==> src/hdl/mbb_pkg.sv <==
// Shared constants, codes and interface types of the page framebuffer blitter.
package mbb_pkg;

  // Display geometry and the derived framebuffer size
  localparam int DISPLAY_WIDTH  = 88;
  localparam int DISPLAY_HEIGHT = 48;
  localparam int FB_PAGES       = (DISPLAY_HEIGHT + 7) / 8;
  localparam int FB_BYTES       = DISPLAY_WIDTH * FB_PAGES;
  localparam int ADDR_W         = $clog2(FB_BYTES);

  // One lane per bit of a source byte
  localparam int LANES  = 8;
  localparam int LANE_W = $clog2(LANES);

  // Signed screen position: 8-bit origin plus 8-bit offset
  localparam int POS_W = 10;

  // Operation codes
  localparam logic OP_DRAW = 1'b0;
  localparam logic OP_READ = 1'b1;

  // Register indexes
  localparam int CFG_IDX_W = 2;
  localparam logic [CFG_IDX_W-1:0] REG_ORIGIN_X   = 2'd0;
  localparam logic [CFG_IDX_W-1:0] REG_ORIGIN_Y   = 2'd1;
  localparam logic [CFG_IDX_W-1:0] REG_BMP_WIDTH  = 2'd2;
  localparam logic [CFG_IDX_W-1:0] REG_BMP_HEIGHT = 2'd3;

  localparam logic [7:0] BMP_WIDTH_RST  = 8'd16;
  localparam logic [7:0] BMP_HEIGHT_RST = 8'd16;

  // What one lane found for its pixel
  typedef struct packed {
    logic              hit;
    logic [ADDR_W-1:0] addr;
  } lane_t;

  // Request into the framebuffer engine, valid for one cycle
  typedef struct packed {
    logic                    draw;
    logic                    read;
    logic                    rd_oor;
    logic [ADDR_W-1:0]       raddr;
    logic [7:0]              pix;
    lane_t [LANES-1:0]       lanes;
  } fb_req_t;

  // Engine status
  typedef struct packed {
    logic ready;
    logic clearing;
    logic walking;
    logic rd_pend;
  } fb_stat_t;

  // Read response
  typedef struct packed {
    logic       valid;
    logic [7:0] data;
  } fb_rsp_t;

endpackage

==> src/hdl/mbb_lane.sv <==
// One pixel lane: clips one bitmap bit and forms its framebuffer byte address.
module mbb_lane import mbb_pkg::*; (
  input  logic              bit_on,
  input  logic [7:0]        col,
  input  logic [7:0]        bmp_width,
  input  logic [7:0]        origin_x,
  input  logic              row_ok,
  input  logic [ADDR_W-1:0] page_base,
  output lane_t             lane
);

  logic [POS_W-1:0] sx;

  // Screen column: sign-extended origin plus bitmap column
  assign sx = {{(POS_W-8){origin_x[7]}}, origin_x} + {{(POS_W-8){1'b0}}, col};

  // Keep the pixel only when set, inside the icon and on screen
  assign lane.hit = row_ok && bit_on && (col < bmp_width) && !sx[POS_W-1] &&
                    (sx[POS_W-2:0] < (POS_W-1)'(DISPLAY_WIDTH));

  assign lane.addr = page_base + ADDR_W'(sx[POS_W-2:0]);

endmodule

==> config.mk <==
export PLATFORM = sky130hd
export DESIGN_NAME = mbb_lane
export DESIGN_NICKNAME = d
export VERILOG_FILES = /design/src/hdl/mbb_pkg.sv /design/src/hdl/mbb_lane.sv
export SDC_FILE = /design/constraint.sdc
export NUM_CORES = 1
export LEC_CHECK = 0
export ABC_CLOCK_PERIOD_IN_PS = 6550
export BUFFER_PORTS_ARGS = -buffer_cell sky130_fd_sc_hd__buf_4
export CAP_MARGIN = 40
export CORE_AREA = 2 2 55 57
export DETAILED_ROUTE_END_ITERATION = 6
export DIE_AREA = 0 0 57 59
export PLACE_DENSITY_LB_ADDON = 0.12
export SETUP_SLACK_MARGIN = 0.4
export SLEW_MARGIN = 20
export SYNTH_ARGS = -nofsm -noshare
export SYNTH_HDL_FRONTEND = slang
export SYNTH_SLANG_ARGS = --single-unit
==> constraint.sdc <==
create_clock -name vclk -period 6.55
set_clock_uncertainty 0.15 [all_clocks]
set_input_delay 0.3275 -clock vclk [all_inputs]
set_output_delay 0.3275 -clock vclk [all_outputs]
set_load 0.005 [all_outputs]
==> results of run 1 <==
[critical path, cell delays in order]
cell and delay, ns:
buf_4 0.08, ha_1 0.17, inv_1 0.07, fa_1 0.39
nand2b_1 0.18, a21oi_1 0.16, xor2_1 0.19, ha_1 0.30
nand2_1 0.09, o21ai_1 0.07, or4_1 0.43, a211o_1 0.29
o211ai_2 0.07, buf_4 0.13
[stage by stage]
step	hold WS (ns)	area (um2)	std cells	power (W)	worst slack, ns
2_1_floorplan	0.624	932	119	0.000118	3.50
3_3_place_gp	0.792	1320	197	0.000192	3.19
3_5_place_dp	0.798	1320	197	0.000197	3.10
4_1_cts	0.798	1320	197	0.000198	3.11
5_1_grt	0.810	1320	197	0.000220	2.90
6_report	0.794	1320	197	0.000195	3.13
[layer usage]
| layer | part of all wire, % | vias to the layer above |
|---|---|---|
| met4 | 0 | 0 |
| met2 | 50 | 25 |
| met1 | 44 | 423 |
| met5 | 0 | - |
| li1 | - | 524 |
| met3 | 6.0 | 0 |
[worst paths after layout]
| path | from | end | cells past startpoint |
|---|---|---|---|
| setup / recovery | col[0] | lane[9] | 14 |
| hold / removal | page_base[0] | lane[0] | 3 |
[power by group through the flow]
| stage | clock network [W] | registers [W] | logic [W] |
|---|---|---|---|
| after floorplan | 0 | 0 | 0.000118 |
| after global placement | 0 | 0 | 0.000192 |
| after detailed placement | 0 | 0 | 0.000197 |
| after CTS | 0 | 0 | 0.000198 |
| after global routing | 0 | 0 | 0.000220 |
| final | 0 | 0 | 0.000195 |
[cell families after synthesis]
kind of cell | after synthesis | share of synthesized area, %
mux | 1 | 1.07
xor+xnor | 14 | 13.2
fa+ha+maj | 27 | 37.9
buf+inv | 15 | 6.04
simple gates | 27 | 14.2
compound gates | 35 | 27.7
[placed cells by master (no fill, tap or decap), types with 3 or more instances in the layout]
cell type | netlist | routed
a211oi_1 | 3 | 3
o21ai_0 | 6 | 6
xnor2_1 | 10 | 10
inv_1 | 15 | 15
buf_4 | 0 | 47
ha_1 | 25 | 25
a21o_1 | 4 | 4
nand2b_1 | 3 | 3
a21oi_1 | 7 | 7
nand2_1 | 6 | 6
nor2_1 | 9 | 9
xor2_1 | 4 | 4
[final cells by class]
type | count | area, um2 | share of cell area [%]
inverter | 15 | 56.3 | 4.25
multi-input combinational | 104 | 876 | 66.2
tap | 31 | 38.8 | 2.93
timing repair buffer | 47 | 353 | 26.7
==> metrics.txt, run 1 <==
share of power burned in combinational logic 100.0%; synth top area cells ha_1 (34%), xnor2_1 (9.4%), inv_1 (6.0%); Max Cap Violations 0; gr busiest metal met2; WL/cell 10.7 um; Post-Syn Area 932 um2; grt met2 use around a quarter; final core occ 48.8%; GRT Util Overall a little over an eighth; fill count about 280; Pre-antenna DRT Iters 4; Top Ports 47; Avg Inst Size Synth between 7 and 8 um2; routing usage on met1 17.2%; Final setup viols 0; Setup crit end kind output pin; number of sequential cells 0; sw frac roughly 44%; Max Fclk about 290 MHz; final wirelength 2110 um; Mapped Cells 119; die area roughly 3400 um2; Final #Nets roughly 230; most frequent cell after synthesis ha_1; clock share of power 0%; sequential area share after synthesis 0%; PD cells 147 nW/um2; Resized Gates After CTS 0; Final Hold Viols 0; clock buffers 0; Setup CP Type input pin to output pin; final setup TNS 0 ns; Placeable Area 2710 um2; gpl congestion around 0.73; total gr overflow 0; Tightest Hold Check Type input pin to output pin; initial drt markers 7; FF/Latch Area 0 um2; vias in the first global route 949; share of cells above drive strength 1 a little under a third; pin count of the biggest net entering global routing 6; RSZ-0062 raised after global routing false; final worst path period need 3.42 ns; Max VDD drop roughly 110 uV; worst path required time 6.07 ns; Setup Fix Bufs, Post-CTS 0; Antenna Nets Post-Route 0; Die Height 59 um; Syn-to-layout area delta 42.0%; placed wire-length estimate between 1500 and 2000 um; worst-path maximum fanout 4; Max-slew headroom 74.6%; area fraction of the dominant cell type after synthesis between 30 and 40%; Internal 0.000108 W; num rows 19; met3 usage less than 1%; Distinct cells, synth 32; Sw Pwr 0.0000865 W; initial antenna violation count 0; post-synth top area cell ha_1; Least-Margin Pin Slew around 0.38 ns; Synth warnings 0; global-route wire length before repair ~3800 um; sequential share of power 0%; drt drc 0; critical path arrival 2.94 ns; Final Max Tran Viols 0; Vias a little under 1000; status finished clean; fin crit share 52.2%; Initial Util around a third; Port Buf Inserts between 40 and 50; vias per cell 4.93; CTS Hold Bufs 0; leakage between 0.7 and 0.8 nW; Post-synth top cells ha_1 (25), inv_1 (15), xnor2_1 (10), nor2_1 (9), a21oi_1 (7); CP Launch Type input pin; die width about 57 um; antenna fix cells 0; post-synth net total ~180
No activity file was read; power rests on OpenSTA's default activity.
==> run 2: changes to the inputs <==
- ABC_CLOCK_PERIOD_IN_PS: 6550 -> 3300
- clock period: 6.55 -> 3.3 ns (I/O delays scaled with it)
==> run 2 against run 1 <==
Effect of this change: hold slack worse by 0.33 ns; first-iteration DRC count shrank 14%; flip-flop and latch count did not move; utilization grew 3.7 points; die area unchanged; design area is 7.6% higher; count of clock-buffer cells in the layout stayed put.
==> metrics.txt, run 2 (synthesis results as in run 1) <==
Placeable Area 2710 um2 (unchanged); Antenna Nets Post-Route 0 (unchanged); Port Buf Inserts 47 (unchanged); most frequent cells in the layout buf_4 (51), ha_1 (24), inv_1 (13) (was buf_4 (47), ha_1 (25), inv_1 (15)); PD cells 302 nW/um2 (was 147 nW/um2); Pwr Total 0.000430 W (was 0.000195 W); global-route wire length before repair 3900 um (was 3770 um); Final Max Tran Viols 0 (unchanged); CTS Hold Bufs 0 (unchanged); pin count of the biggest net entering global routing 6 (unchanged); clock buffers 0 (unchanged); worst path required time 2.98 ns (was 6.07 ns); critical path arrival 2.62 ns (was 2.94 ns); final worst path period need between 2 and 3 ns; Max Cap Violations 0 (unchanged); Final #Nets 237 (was 231); status finished clean (unchanged); antenna fix cells 0 (unchanged); Internal 0.000243 W (was 0.000108 W); most common cell after layout, fill and taps aside buf_4 (unchanged); vias per cell 4.97 (was 4.93); Pre-antenna DRT Iters 4 (unchanged); fin crit share between 80% and 90%; drt drc 0 (unchanged); total gr overflow 0 (unchanged); Initial Util 34.4% (unchanged); worst-path maximum fanout 2 (was 4); Tightest Hold Check Type input pin to output pin (unchanged); sw frac 43.4% (was 44.4%); FF/Latch Area 0 um2 (unchanged); CP Launch Type input pin (unchanged); Least-Margin Pin Slew 0.275 ns (was 0.377 ns); final wirelength 2240 um (was 2110 um); Hold Slack 0.469 ns (was 0.794 ns); share of cells above drive strength 1 39.5% (was 30.7%); final setup TNS 0 ns (unchanged); die width 57 um (unchanged); Final Hold Viols 0 (unchanged); Setup CP Type input pin to output pin (unchanged); Syn-to-layout area delta 52.8% (was 42.0%); Vias 1008 (was 972); Setup crit end kind output pin (unchanged); Max Fclk 341 MHz; WL/cell 11.0 um (was 10.7 um); die area 3360 um2 (unchanged); leakage 0.755 nW (was 0.716 nW); Max VDD drop 209 uV (was 111 uV); Final setup viols 0 (unchanged); GRT Util Overall 13.7% (was 13.2%); Die Height 59 um (unchanged); # placed instances 197 (unchanged); Max-slew headroom 81.4% (was 74.6%); clock share of power 0% (about the same); initial drt markers 6 (was 7); gpl congestion 0.735 (unchanged); num rows 19 (unchanged); share of power burned in combinational logic 100.0% (about the same); initial antenna violation count 0 (unchanged); Final Non-Filler Cells 203 (was 197); RSZ-0062 raised after global routing true (was false); Top Ports 47 (unchanged); Sw Pwr 0.000187 W (was 0.0000865 W); placed wire-length estimate 1920 um (was 1960 um); vias in the first global route 958 (was 949); sequential share of power 0% (about the same); final core occ 52.5% (was 48.8%); number of sequential cells 0 (unchanged)
## run 2: cell count changes in the layout (fill, tap and decap cells not counted), moves of 2 or more
cell     change
a21oi_1      -2
a21oi_2      +2
buf_4        +4
fa_1         -2
fa_2         +2
inv_1        -2
inv_2        +2
## run 2: power groups by stage
stage / registers [W] / logic (W) / clock network (W)
after detailed placement: 0 / 0.000390 / 0
final: 0 / 0.000430 / 0
after floorplan: 0 / 0.000234 / 0
after CTS: 0 / 0.000420 / 0
after global routing: 0 / 0.000482 / 0
after global placement: 0 / 0.000381 / 0
## run 2: metrics by stage
step	area [um2]	worst slack, ns
2_1_floorplan	932	0.571
3_3_place_gp	1320	0.266
3_5_place_dp	1320	0.193
4_1_cts	1410	0.385
5_1_grt	1420	0.192
6_report	1420	0.365
## run 2: worst paths after layout
check / start / end / slack [ns] / cells after the start
setup / recovery: col[0] / lane[9] / 0.37 / 13
hold / removal: page_base[0] / lane[0] / 0.47 / 3
## run 2: critical path, cell delays in order
cell,delay [ns]
buf_8,0.08
ha_4,0.13
inv_2,0.04
fa_2,0.52
inv_2,0.05
ha_1,0.27
a21o_1,0.16
a21oi_2,0.17
o21ai_1,0.12
or4_4,0.44
a211o_1,0.28
o211ai_2,0.07
buf_4,0.12
## run 2: area by class of cell
type / instances / area, um2
multi-input cells: 104 / 920
well taps: 31 / 38.8
inverters: 15 / 56.3
repair buffers: 53 / 409
fillers: 271 / 1290
## run 2: routing by layer
metal  part of all wire [%]  wire [um]  track usage (%)
met1                     43        971             18.5
met2                     51       1140             25.6
met3                    5.8        129            0.655
met4                      0          0                0
met5                      0          0                0
## run 2: timing repair
| action | 4_1_cts | 5_1_grt |
|---|---|---|
| pin swaps | 9 | 3 |
| buffers inserted | 5 | 1 |
| resized for setup | 14 | 2 |
| setup endpoints to repair | 3 | 3 |
